--- src/oggd_pkg.sv ---
// shared types, constants and capture patterns for the ogg opus page demux
package oggd_pkg;

  // default number of lacing entries kept per page
  localparam int unsigned LacingDepthDef = 255;

  // page header layout
  localparam logic [4:0] HdrMagicLen   = 5'd4;
  localparam logic [4:0] HdrVersionIdx = 5'd4;
  localparam logic [4:0] HdrLastIdx    = 5'd26;

  // lacing values
  localparam logic [7:0] LacingLastIdx = 8'd254;
  localparam logic [7:0] SegFull       = 8'd255;

  // packet identification
  localparam logic [3:0] MatchLen   = 4'd8;
  localparam logic [3:0] ChanPos    = 4'd9;
  localparam logic [3:0] TagsMinLen = 4'd8;
  localparam logic [3:0] HeadMinLen = 4'd10;
  localparam logic [3:0] LenSatMax  = 4'd15;

  typedef enum logic [1:0] {
    PH_HEADER,
    PH_LACING,
    PH_PAYLOAD,
    PH_HALTED
  } phase_e;

  typedef enum logic [2:0] {
    ST_IDLE,
    ST_EXEC,
    ST_SCAN_RD,
    ST_SCAN_CHK,
    ST_EMIT
  } state_e;

  typedef enum logic [1:0] {
    KIND_IGNORED,
    KIND_HEAD,
    KIND_TAGS,
    KIND_AUDIO
  } kind_e;

  typedef enum logic [1:0] {
    ERR_NONE,
    ERR_MAGIC,
    ERR_CHANNELS
  } err_e;

  // commands from the page parser to the packet tracker
  typedef struct packed {
    logic restart;
    logic abandon;
    logic take;
    logic close;
  } pkt_ctl_t;

  // packet tracker status
  typedef struct packed {
    logic       open;
    logic       bad_chan;
    kind_e      kind;
    logic [1:0] acc_chan;
    logic [1:0] head_chan;
  } pkt_stat_t;

  // "OggS"
  function automatic logic [7:0] page_magic(input logic [1:0] idx);
    logic [7:0] c;
    unique case (idx)
      2'd0: c = 8'h4F;
      2'd1: c = 8'h67;
      2'd2: c = 8'h67;
      2'd3: c = 8'h53;
    endcase
    return c;
  endfunction

  // "OpusHead"
  function automatic logic [7:0] head_magic(input logic [2:0] idx);
    logic [7:0] c;
    unique case (idx)
      3'd0: c = 8'h4F;
      3'd1: c = 8'h70;
      3'd2: c = 8'h75;
      3'd3: c = 8'h73;
      3'd4: c = 8'h48;
      3'd5: c = 8'h65;
      3'd6: c = 8'h61;
      3'd7: c = 8'h64;
    endcase
    return c;
  endfunction

  // "OpusTags"
  function automatic logic [7:0] tags_magic(input logic [2:0] idx);
    logic [7:0] c;
    unique case (idx)
      3'd0: c = 8'h4F;
      3'd1: c = 8'h70;
      3'd2: c = 8'h75;
      3'd3: c = 8'h73;
      3'd4: c = 8'h54;
      3'd5: c = 8'h61;
      3'd6: c = 8'h67;
      3'd7: c = 8'h73;
    endcase
    return c;
  endfunction

endpackage

--- src/ogg_opus_page_demux_core.sv ---
// ogg opus page demux top level: page parser, packet tracker, lacing ram and output register
//
// Takes an Ogg Opus file one byte per input transaction and returns the packet payload bytes,
// each packet's last result carrying its kind (ignored, head, tags, audio). A header byte, a
// lacing byte other than the last of its page and a payload byte inside a segment go from
// idle to execute and back, a payload byte by way of the emit state when the output is occupied
// and a bad page's last header byte always. The last lacing byte of a page and the byte that
// completes a segment then step through the lacing table to the next non-zero segment, reading
// and checking one entry at a time, or to the end of the page's entries, since the lacing table
// sits in a single-read-port RAM with registered read data. The lacing table holds no reset
// value; every entry is written on its page before it is read. A finished result waits in the
// output register while the next byte is accepted; the parser stalls only when it has a new
// result and that register is still occupied. A bad page header or a bad channel count in the
// head packet stops all further output after its error result until a byte with file_start set.
module ogg_opus_page_demux_core import oggd_pkg::*; #(
  parameter int unsigned LACING_DEPTH = LacingDepthDef
) (
  input  logic       clk_i,
  input  logic       rst_ni,
  input  logic       in_valid_i,
  output logic       in_ready_o,
  input  logic [7:0] data_byte_i,
  input  logic       file_start_i,
  output logic       out_valid_o,
  input  logic       out_ready_i,
  output logic [7:0] payload_byte_o,
  output logic       byte_valid_o,
  output logic       packet_end_o,
  output logic [1:0] packet_kind_o,
  output logic [1:0] channel_count_o,
  output logic [1:0] error_code_o
);

  localparam int unsigned AddrW  = (LACING_DEPTH > 1) ? $clog2(LACING_DEPTH) : 1;
  localparam logic [7:0]  DepthB = 8'(LACING_DEPTH);

  state_e     state_q, state_d;
  phase_e     phase_q;
  logic [4:0] hdr_idx_q;
  logic       magic_ok_q;
  logic [7:0] seg_count_q;
  logic [7:0] tbl_idx_q;
  logic [7:0] seg_left_q;
  logic [7:0] cur_len_q;
  err_e       sticky_q;
  logic       mark_q;
  logic       bval_q;
  logic       ends_q;
  logic [7:0] byte_q;

  logic       out_valid_q;
  logic [7:0] out_byte_q;
  logic       out_bval_q;
  logic       out_end_q;
  kind_e      out_kind_q;
  logic [1:0] out_chan_q;
  err_e       out_err_q;

  logic       accept;
  logic       out_free;
  logic       exec_live;
  logic [7:0] used;
  logic [7:0] tbl_inc;
  logic       lace_more;
  logic [7:0] seg_left_dec;
  logic       direct;
  logic       do_emit;
  logic       load_out;
  logic       ld_bval;
  logic       ld_end;
  logic       ram_we;
  logic       ram_re;
  logic [7:0] ram_rdata;
  pkt_ctl_t   pkt_ctl;
  pkt_stat_t  pkt_stat;

  // helpers shared by the control and datapath
  assign accept       = in_valid_i && in_ready_o;
  assign out_free     = !out_valid_q || out_ready_i;
  assign exec_live    = (state_q == ST_EXEC) && (sticky_q == ERR_NONE);
  assign used         = (seg_count_q < DepthB) ? seg_count_q : DepthB;
  assign tbl_inc      = tbl_idx_q + 8'd1;
  assign lace_more    = (tbl_inc < seg_count_q) && (tbl_idx_q < LacingLastIdx);
  assign seg_left_dec = (seg_left_q != 8'd0) ? seg_left_q - 8'd1 : 8'd0;
  assign do_emit      = bval_q || ends_q || mark_q;

  // next state
  always_comb begin
    state_d = state_q;
    unique case (state_q)
      ST_IDLE: begin
        if (in_valid_i) begin
          state_d = ST_EXEC;
        end
      end
      ST_EXEC: begin
        if (sticky_q != ERR_NONE) begin
          state_d = ST_IDLE;
        end else begin
          unique case (phase_q)
            PH_HEADER: begin
              state_d = (hdr_idx_q == HdrLastIdx && !magic_ok_q) ? ST_EMIT : ST_IDLE;
            end
            PH_LACING: begin
              state_d = lace_more ? ST_IDLE : ST_SCAN_RD;
            end
            PH_PAYLOAD: begin
              if (seg_left_dec == 8'd0) begin
                state_d = ST_SCAN_RD;
              end else begin
                state_d = out_free ? ST_IDLE : ST_EMIT;
              end
            end
            PH_HALTED: begin
              state_d = ST_IDLE;
            end
          endcase
        end
      end
      ST_SCAN_RD: begin
        state_d = (tbl_idx_q >= used) ? ST_EMIT : ST_SCAN_CHK;
      end
      ST_SCAN_CHK: begin
        state_d = (ram_rdata == 8'd0) ? ST_SCAN_RD : ST_EMIT;
      end
      ST_EMIT: begin
        if (!do_emit || out_free) begin
          state_d = ST_IDLE;
        end
      end
      default: begin
        state_d = ST_IDLE;
      end
    endcase
  end

  // control outputs
  always_comb begin
    in_ready_o      = (state_q == ST_IDLE);
    ram_we          = exec_live && (phase_q == PH_LACING) && (tbl_idx_q < DepthB);
    ram_re          = (state_q == ST_SCAN_RD) && (tbl_idx_q < used);
    direct          = exec_live && (phase_q == PH_PAYLOAD) && (seg_left_dec != 8'd0);
    load_out        = out_free && (direct || (state_q == ST_EMIT && do_emit));
    ld_bval         = direct ? 1'b1 : bval_q;
    ld_end          = direct ? 1'b0 : ends_q;
    pkt_ctl.restart = accept && file_start_i;
    pkt_ctl.abandon = exec_live && (phase_q == PH_HEADER) && (hdr_idx_q == HdrLastIdx)
                      && !magic_ok_q;
    pkt_ctl.take    = exec_live && (phase_q == PH_PAYLOAD);
    pkt_ctl.close   = load_out && ld_end;
  end

  // lacing table
  oggd_ram #(
    .WIDTH(8),
    .DEPTH(LACING_DEPTH)
  ) u_lacing_ram (
    .clk_i  (clk_i),
    .we_i   (ram_we),
    .waddr_i(tbl_idx_q[AddrW-1:0]),
    .wdata_i(byte_q),
    .re_i   (ram_re),
    .raddr_i(tbl_idx_q[AddrW-1:0]),
    .rdata_o(ram_rdata)
  );

  // packet tracking
  oggd_pkt u_pkt (
    .clk_i (clk_i),
    .rst_ni(rst_ni),
    .ctl_i (pkt_ctl),
    .byte_i(byte_q),
    .stat_o(pkt_stat)
  );

  // input byte holding register
  always_ff @(posedge clk_i) begin
    if (accept) begin
      byte_q <= data_byte_i;
    end
  end

  // parser state
  always_ff @(posedge clk_i or negedge rst_ni) begin
    if (!rst_ni) begin
      state_q     <= ST_IDLE;
      phase_q     <= PH_HEADER;
      hdr_idx_q   <= '0;
      magic_ok_q  <= 1'b1;
      seg_count_q <= '0;
      tbl_idx_q   <= '0;
      seg_left_q  <= '0;
      cur_len_q   <= '0;
      sticky_q    <= ERR_NONE;
      mark_q      <= 1'b0;
      bval_q      <= 1'b0;
      ends_q      <= 1'b0;
    end else begin
      state_q <= state_d;
      unique case (state_q)
        ST_IDLE: begin
          // new file: back to the reset view
          if (accept && file_start_i) begin
            phase_q     <= PH_HEADER;
            hdr_idx_q   <= '0;
            magic_ok_q  <= 1'b1;
            seg_count_q <= '0;
            tbl_idx_q   <= '0;
            seg_left_q  <= '0;
            sticky_q    <= ERR_NONE;
          end
        end
        ST_EXEC: begin
          if (sticky_q == ERR_NONE) begin
            mark_q <= 1'b0;
            bval_q <= 1'b0;
            ends_q <= 1'b0;
            unique case (phase_q)
              PH_HEADER: begin
                // capture pattern and version check
                if (hdr_idx_q < HdrMagicLen) begin
                  if (byte_q != page_magic(hdr_idx_q[1:0])) begin
                    magic_ok_q <= 1'b0;
                  end
                end else if (hdr_idx_q == HdrVersionIdx) begin
                  if (byte_q != 8'd0) begin
                    magic_ok_q <= 1'b0;
                  end
                end
                if (hdr_idx_q < HdrLastIdx) begin
                  hdr_idx_q <= hdr_idx_q + 5'd1;
                end else begin
                  hdr_idx_q <= '0;
                  if (!magic_ok_q) begin
                    sticky_q <= ERR_MAGIC;
                    phase_q  <= PH_HALTED;
                    mark_q   <= 1'b1;
                  end else begin
                    seg_count_q <= byte_q;
                    tbl_idx_q   <= '0;
                    if (byte_q != 8'd0) begin
                      phase_q <= PH_LACING;
                    end
                  end
                end
              end
              PH_LACING: begin
                if (lace_more) begin
                  tbl_idx_q <= tbl_inc;
                end else begin
                  phase_q   <= PH_PAYLOAD;
                  tbl_idx_q <= '0;
                end
              end
              PH_PAYLOAD: begin
                bval_q     <= 1'b1;
                seg_left_q <= seg_left_dec;
                if (seg_left_dec == 8'd0) begin
                  ends_q    <= (cur_len_q != SegFull);
                  tbl_idx_q <= tbl_inc;
                end
              end
              PH_HALTED: begin
              end
            endcase
          end
        end
        ST_SCAN_RD: begin
          // lacing table used up: next byte starts a page header
          if (tbl_idx_q >= used) begin
            phase_q    <= PH_HEADER;
            hdr_idx_q  <= '0;
            seg_left_q <= '0;
          end
        end
        ST_SCAN_CHK: begin
          // zero entries end an open packet and are skipped
          if (ram_rdata == 8'd0) begin
            if (pkt_stat.open) begin
              ends_q <= 1'b1;
            end
            tbl_idx_q <= tbl_inc;
          end else begin
            seg_left_q <= ram_rdata;
            cur_len_q  <= ram_rdata;
          end
        end
        ST_EMIT: begin
          if (load_out && ld_end && pkt_stat.bad_chan) begin
            sticky_q <= ERR_CHANNELS;
            phase_q  <= PH_HALTED;
          end
        end
        default: begin
        end
      endcase
    end
  end

  // output register valid
  always_ff @(posedge clk_i or negedge rst_ni) begin
    if (!rst_ni) begin
      out_valid_q <= 1'b0;
    end else if (load_out) begin
      out_valid_q <= 1'b1;
    end else if (out_ready_i) begin
      out_valid_q <= 1'b0;
    end
  end

  // output register payload
  always_ff @(posedge clk_i) begin
    if (load_out) begin
      out_byte_q <= ld_bval ? byte_q : 8'd0;
      out_bval_q <= ld_bval;
      out_end_q  <= ld_end;
      out_kind_q <= ld_end ? pkt_stat.kind : KIND_IGNORED;
      out_chan_q <= (ld_end && pkt_stat.kind == KIND_HEAD) ? pkt_stat.head_chan
                                                            : pkt_stat.acc_chan;
      out_err_q  <= (ld_end && pkt_stat.bad_chan) ? ERR_CHANNELS : sticky_q;
    end
  end

  assign out_valid_o     = out_valid_q;
  assign payload_byte_o  = out_byte_q;
  assign byte_valid_o    = out_bval_q;
  assign packet_end_o    = out_end_q;
  assign packet_kind_o   = out_kind_q;
  assign channel_count_o = out_chan_q;
  assign error_code_o    = out_err_q;

  // a sticky error always comes with the halted phase
  a_err_halts: assert property (@(posedge clk_i) disable iff (!rst_ni)
    (sticky_q != ERR_NONE) |-> (phase_q == PH_HALTED))
    else $error("sticky error without halted phase");

  // the table is only examined while the page payload is being walked
  a_scan_in_payload: assert property (@(posedge clk_i) disable iff (!rst_ni)
    (state_q == ST_SCAN_CHK) |-> (phase_q == PH_PAYLOAD))
    else $error("lacing scan outside payload phase");

  // the table is only written while lacing bytes arrive
  a_write_in_lacing: assert property (@(posedge clk_i) disable iff (!rst_ni)
    ram_we |-> (phase_q == PH_LACING && state_q == ST_EXEC))
    else $error("lacing ram written outside lacing phase");

  // between scans the table index points at a live segment
  a_idx_in_page: assert property (@(posedge clk_i) disable iff (!rst_ni)
    (phase_q == PH_PAYLOAD && state_q != ST_SCAN_RD && state_q != ST_SCAN_CHK
     && !(state_q == ST_EMIT && ends_q == 1'b0 && bval_q == 1'b0))
    |-> (tbl_idx_q < used || state_q == ST_EMIT))
    else $error("table index past the used lacing entries");

endmodule

--- src/oggd_ram.sv ---
// generic single-write, single-read ram with registered read data
module oggd_ram #(
  parameter  int unsigned WIDTH = 8,
  parameter  int unsigned DEPTH = 2,
  localparam int unsigned AddrW = (DEPTH > 1) ? $clog2(DEPTH) : 1
) (
  input  logic             clk_i,
  input  logic             we_i,
  input  logic [AddrW-1:0] waddr_i,
  input  logic [WIDTH-1:0] wdata_i,
  input  logic             re_i,
  input  logic [AddrW-1:0] raddr_i,
  output logic [WIDTH-1:0] rdata_o
);

  logic [WIDTH-1:0] mem_q [DEPTH];
  logic [WIDTH-1:0] rdata_q;

  // write port
  always_ff @(posedge clk_i) begin
    if (we_i) begin
      mem_q[waddr_i] <= wdata_i;
    end
  end

  // read port
  always_ff @(posedge clk_i) begin
    if (re_i) begin
      rdata_q <= mem_q[raddr_i];
    end
  end

  assign rdata_o = rdata_q;

endmodule

--- src/oggd_pkt.sv ---
// packet tracker: identifies head and tags packets and keeps stream flags
module oggd_pkt import oggd_pkg::*; (
  input  logic       clk_i,
  input  logic       rst_ni,
  input  pkt_ctl_t   ctl_i,
  input  logic [7:0] byte_i,
  output pkt_stat_t  stat_o
);

  logic       open_q;
  logic [3:0] len_q;
  logic       head_m_q;
  logic       tags_m_q;
  logic [7:0] head_ch_q;
  logic       seen_head_q;
  logic       seen_tags_q;
  logic [1:0] acc_ch_q;

  logic  head_cand;
  logic  ch_ok;
  kind_e kind;
  logic  bad_chan;

  // classification of the packet that would close now
  always_comb begin
    head_cand = !seen_head_q && (len_q >= HeadMinLen) && head_m_q;
    ch_ok     = (head_ch_q == 8'd1) || (head_ch_q == 8'd2);
    bad_chan  = 1'b0;
    kind      = KIND_IGNORED;
    if (head_cand) begin
      if (ch_ok) begin
        kind = KIND_HEAD;
      end else begin
        bad_chan = 1'b1;
      end
    end else if (seen_head_q && !seen_tags_q && (len_q >= TagsMinLen) && tags_m_q) begin
      kind = KIND_TAGS;
    end else if (seen_head_q && seen_tags_q) begin
      kind = KIND_AUDIO;
    end
  end

  assign stat_o.open      = open_q;
  assign stat_o.bad_chan  = bad_chan;
  assign stat_o.kind      = kind;
  assign stat_o.acc_chan  = acc_ch_q;
  assign stat_o.head_chan = head_ch_q[1:0];

  // packet and stream state
  always_ff @(posedge clk_i or negedge rst_ni) begin
    if (!rst_ni) begin
      open_q      <= 1'b0;
      len_q       <= '0;
      head_m_q    <= 1'b1;
      tags_m_q    <= 1'b1;
      head_ch_q   <= '0;
      seen_head_q <= 1'b0;
      seen_tags_q <= 1'b0;
      acc_ch_q    <= '0;
    end else if (ctl_i.restart) begin
      open_q      <= 1'b0;
      len_q       <= '0;
      head_m_q    <= 1'b1;
      tags_m_q    <= 1'b1;
      head_ch_q   <= '0;
      seen_head_q <= 1'b0;
      seen_tags_q <= 1'b0;
      acc_ch_q    <= '0;
    end else if (ctl_i.abandon || ctl_i.close) begin
      if (ctl_i.close && kind == KIND_HEAD) begin
        seen_head_q <= 1'b1;
        acc_ch_q    <= head_ch_q[1:0];
      end
      if (ctl_i.close && kind == KIND_TAGS) begin
        seen_tags_q <= 1'b1;
      end
      open_q    <= 1'b0;
      len_q     <= '0;
      head_m_q  <= 1'b1;
      tags_m_q  <= 1'b1;
      head_ch_q <= '0;
    end else if (ctl_i.take) begin
      if (len_q < MatchLen) begin
        if (byte_i != head_magic(len_q[2:0])) begin
          head_m_q <= 1'b0;
        end
        if (byte_i != tags_magic(len_q[2:0])) begin
          tags_m_q <= 1'b0;
        end
      end else if (len_q == ChanPos) begin
        head_ch_q <= byte_i;
      end
      if (len_q < LenSatMax) begin
        len_q <= len_q + 4'd1;
      end
      open_q <= 1'b1;
    end
  end

  // a closing head packet marks the head as seen
  a_head_seen: assert property (@(posedge clk_i) disable iff (!rst_ni)
    (ctl_i.close && !ctl_i.restart && kind == KIND_HEAD) |=> seen_head_q)
    else $error("head packet closed without marking head seen");

  // tags are only taken after the head
  a_tags_after_head: assert property (@(posedge clk_i) disable iff (!rst_ni)
    seen_tags_q |-> seen_head_q)
    else $error("tags seen before head");

  // an accepted channel count exists exactly when the head was seen
  a_chan_with_head: assert property (@(posedge clk_i) disable iff (!rst_ni)
    (acc_ch_q != 2'd0) == seen_head_q)
    else $error("channel count out of step with head flag");

endmodule

--- config.mk ---
export PLATFORM = sky130hd
export DESIGN_NAME = ogg_opus_page_demux_core
export DESIGN_NICKNAME = d
export VERILOG_FILES = /design/src/oggd_pkg.sv /design/src/ogg_opus_page_demux_core.sv /design/src/oggd_ram.sv /design/src/oggd_pkt.sv
export SDC_FILE = /design/constraint.sdc
export NUM_CORES = 2
export LEC_CHECK = 0
export BUFFER_PORTS_ARGS = -buffer_cell sky130_fd_sc_hd__clkbuf_2
export CORE_ASPECT_RATIO = 0.9
export CORE_UTILIZATION = 60
export DETAILED_ROUTE_END_ITERATION = 7
export PLACE_DENSITY_LB_ADDON = 0.2
export SYNTH_ARGS = -nofsm -noshare
export SYNTH_HDL_FRONTEND = slang
export SYNTH_SLANG_ARGS = --single-unit
--- constraint.sdc ---
create_clock -name clk_i -period 8.09 [get_ports clk_i]
set_input_delay 0 -clock clk_i [delete_from_list [all_inputs] [get_ports clk_i]]
set_output_delay 0 -clock clk_i [all_outputs]
set_load 0.05 [all_outputs]
==> impl_metrics.ini <==
[global_routing]
grt_pass1_wl_um = 293000
grt_pass1_vias = 40800
grt_max_degree = 201
grt_overflow = 0
grt_use_total_pct = 29.1
antenna_found_initial = 3

[synth]
yosysMostFrequentCell = edfxtp_1
synth_fp_nets = 4109
yosysWarnings = 0
synth_area_leaders = edfxtp_1, mux4_2, dfrtp_1
synth_area_um2 = 84600
synth_top_area_cell = edfxtp_1
synthCells = 4064
ys_ff_latch = 2140
synth_top_flop_cell = edfxtp_1
ys_types = 71
synth_common_cells = edfxtp_1, mux4_2, nor2_1
syn_area_per_cell_um2 = 20.8
yosysTopAreaCellShare_pct = 73.5
synth_seq_area_share_pct = 75.6
synth-async-reset-ratio_pct = 3.18
synth_edf_count = 2072

[final_layout]
final_util_pct = 66.8
area_growth_pct = 10.3
drive_gt1_share_pct = 23.1
regArea_um2 = 63900
num-fill-cells = 8756
finalNetCount = 4212
final_area_um2 = 93300
multi_input_area_um2 = 19400

[floorplanning]
die_h_um = 358
fp.dieArea_um2 = 143000
io_pins = 31
rows = 130
initial_core_util_pct = 60.5
core_area_um2 = 140000
die_x_um = 398

[clock_tree]
numCtsBuffers = 200
clk_path_buf_depth = 3
cts-resized-gates = 0
root_buffer = clkbuf_16
cts.clk_slew.worst_paths_ns = 0.06
postCtsSetupBuffers = 0
hold_buffers = 22
cts.sinks = 2140
clk_latency_ns = 0.84
cts_tree = yes
htreeDepth = 4

[power_and_ir_drop]
p_seq_share_pct = 48.3
p_comb_share_pct = 17.3
powerDensity_nw_per_um2 = 289
internal-power_mw = 20.0
swShare_pct = 26.0
clockPowerShare_pct = 34.4
p_sw_mw = 7.03
vdd_drop_max_mv = 0.233
p_leak_nw = 28.2

[min_path]
hp-start = out_ready_i
min_path_type = in2reg
min_delay_path_depth = 4
hold_end = out_valid_o$_DFFE_PN0P_

[setup_path]
end_kind = register
crit_slowest_cell = nor4_1
rr_worst_depth = 8
startpoint = tbl_idx_q[1]$_DFFE_PN0P_
r2r_start = tbl_idx_q[1]$_DFFE_PN0P_
required_ns = 8.67
rr_endpoint = u_lacing_ram.rdata_o[2]$_DFFE_PP_
crit_family = simple AND/OR/NAND/NOR gates
startpoint_type = register
critical_path_arrival_ns = 5.81
slowest_delay_ns = 1.17
timing.critical_path.buf_inv = 2
crit_chain = buf_12, buf_4, mux4_2, mux2i_1, o31ai_1, nor4_1, nand3_1, or3_1
crit_fanout = 108
worstSetupPathType = reg2reg
rrSetupSlack_ns = 2.86

[detailed_routing]
drt-total-wl_um = 203000
top_layer = met4
num_vias = 42000
drt-met1-wl_um = 81500
drt_iter0_markers = 6075
first_pass_iters = 5
drcViolationCount = 0
vias_per_cell = 6.79
dr_wl_met2_um = 93200
dr_wl_met3_um = 23400
ant_nets = 0
routedWlPerCell_um = 32.9

[placed_design]
io_buffers = 30
gp_congestion = 0.884
hpwlAfterDp_um = 118000
post_dp_cell_area_um2 = 86700

[timing]
max_freq_ghz = 0.191
worst_pin_slew_ns = 1.32
relSlewSlack_pct = 11.0
hold_violations = 0
drv_slew = 0
finalSetupViolations = 0
finalCriticalPeriod_ns = 5.23
period_share_pct = 64.7
tns_ns = 0
finalClockSkew_ns = 0.0282
rsz0062_at_grt = false

[run]
max_cap_violations = 0

[run_status]
status = finished, final reports clean
==> per-layer routing <==
layer	up-vias	GRT usage, %
met5	-	0
met4	0	8.44
met3	295	6.77
met2	2530	42.5
met1	22100	44.5
li1	17000	-
==> per-stage QoR <==
stage / power (mW) / worst slack, ns / hold WS, ns / instances
6_report: 27.0 / 2.86 / 0.127 / 6183
5_1_grt: 27.8 / 2.75 / 0.151 / 6182
4_1_cts: 27.1 / 2.95 / 0.0705 / 6182
3_5_place_dp: 18.0 / 2.96 / 0.179 / 5791
3_3_place_gp: 17.9 / 2.93 / 0.178 / 5790
2_1_floorplan: 16.8 / 3.59 / -0.296 / 4064
==> logic make-up (layout without fill, tap and decap cells) <==
| kind of cell | Yosys count | in the layout | share of synthesized area (%) |
|---|---|---|---|
| flip-flops | 2140 | 2140 | 75.6 |
| multiplexers | 673 | 673 | 16.5 |
| AND/OR/NAND/NOR | 662 | 662 | 3.47 |
| AO/OA/AOI/OAI | 270 | 270 | 2.18 |
| buffers and inverters | 267 | 537 | 1.59 |
| adder cells (fa/ha/maj) | 32 | 32 | 0.473 |
| XOR/XNOR | 20 | 20 | 0.207 |
| other | 0 | 1 | 0 |
==> power groups by stage <==
stage | Combinational, mW | Sequential, mW | Clock [mW]
finish | 4.67 | 13.1 | 9.28
global placement | 4.59 | 13.3 | 0
CTS | 4.70 | 13.0 | 9.34
global route | 4.99 | 13.1 | 9.75
detailed placement | 4.68 | 13.3 | 0
floorplan | 3.13 | 13.7 | 0
==> area by class of cell <==
| type | count | share of cell area (%) |
|---|---|---|
| timing repair buffer | 132 | 1.21 |
| clock inverter | 127 | 1.24 |
| sequential | 2140 | 68.5 |
| multi-input combinational | 1657 | 20.8 |
| antenna | 1 | 0.00268 |
| inverter | 36 | 0.145 |
| clock buffer | 242 | 5.62 |
| tap | 1848 | 2.48 |
==> worst register-to-register path, cell delays in order, from the launching register on <==
cell and delay (ns):
dfrtp_4 0.76, buf_12 0.58, buf_4 0.90, mux4_2 0.45, mux2i_1 0.25, o31ai_1 0.23
nor4_1 1.17, nand3_1 0.25, or3_1 0.41
==> cells in the final DEF, fill, tap and decap left out, types with 9 or more instances in the layout <==
master / instances
nor2_1: 317
a21oi_1: 45
o32ai_1: 10
edfxtp_1: 2072
clkinv_1: 51
nor3_1: 33
mux2i_1: 85
buf_4: 67
clkbuf_2: 29
buf_12: 13
nor2b_1: 32
o211ai_1: 9
xnor2_1: 13
mux4_2: 577
clkbuf_1: 38
o21ai_0: 48
bufinv_16: 17
a22o_1: 18
mux2_2: 11
clkinv_2: 40
dlygate4sd3_1: 22
clkbuf_16: 204
nand4_1: 18
nand3_1: 36
nand2_1: 144
inv_1: 36
or3_1: 9
a22oi_1: 46
dfrtp_1: 60
o22ai_1: 22
nand2b_1: 18
ha_1: 32
==> how the worst max path moves through the flow <==
stage / end / slack, ns / cells after the start
5_1_grt: u_lacing_ram.rdata_o[2]$_DFFE_PP_ / 2.75 / 8
6_report: u_lacing_ram.rdata_o[2]$_DFFE_PP_ / 2.86 / 8
3_5_place_dp: u_lacing_ram.rdata_o[2]$_DFFE_PP_ / 2.96 / 8
2_1_floorplan: phase_q[0]$_DFFE_PN0P_ / 3.59 / 7
3_3_place_gp: u_lacing_ram.rdata_o[2]$_DFFE_PP_ / 2.93 / 8
4_1_cts: u_lacing_ram.rdata_o[2]$_DFFE_PP_ / 2.95 / 8
==> flip-flops by register name, summed over array words and instances, names as in the netlist, 3 cells and up <==
signal                count
hdr_idx_q                 5
u_pkt.len_q               4
state_q                   3
byte_q                    8
cur_len_q                 8
u_lacing_ram.mem_q     2040
seg_left_q                8
tbl_idx_q                 8
u_pkt.head_ch_q           8
payload_byte_o            8
seg_count_q               8
u_lacing_ram.rdata_o      8
(Power assumes the default switching activity.)
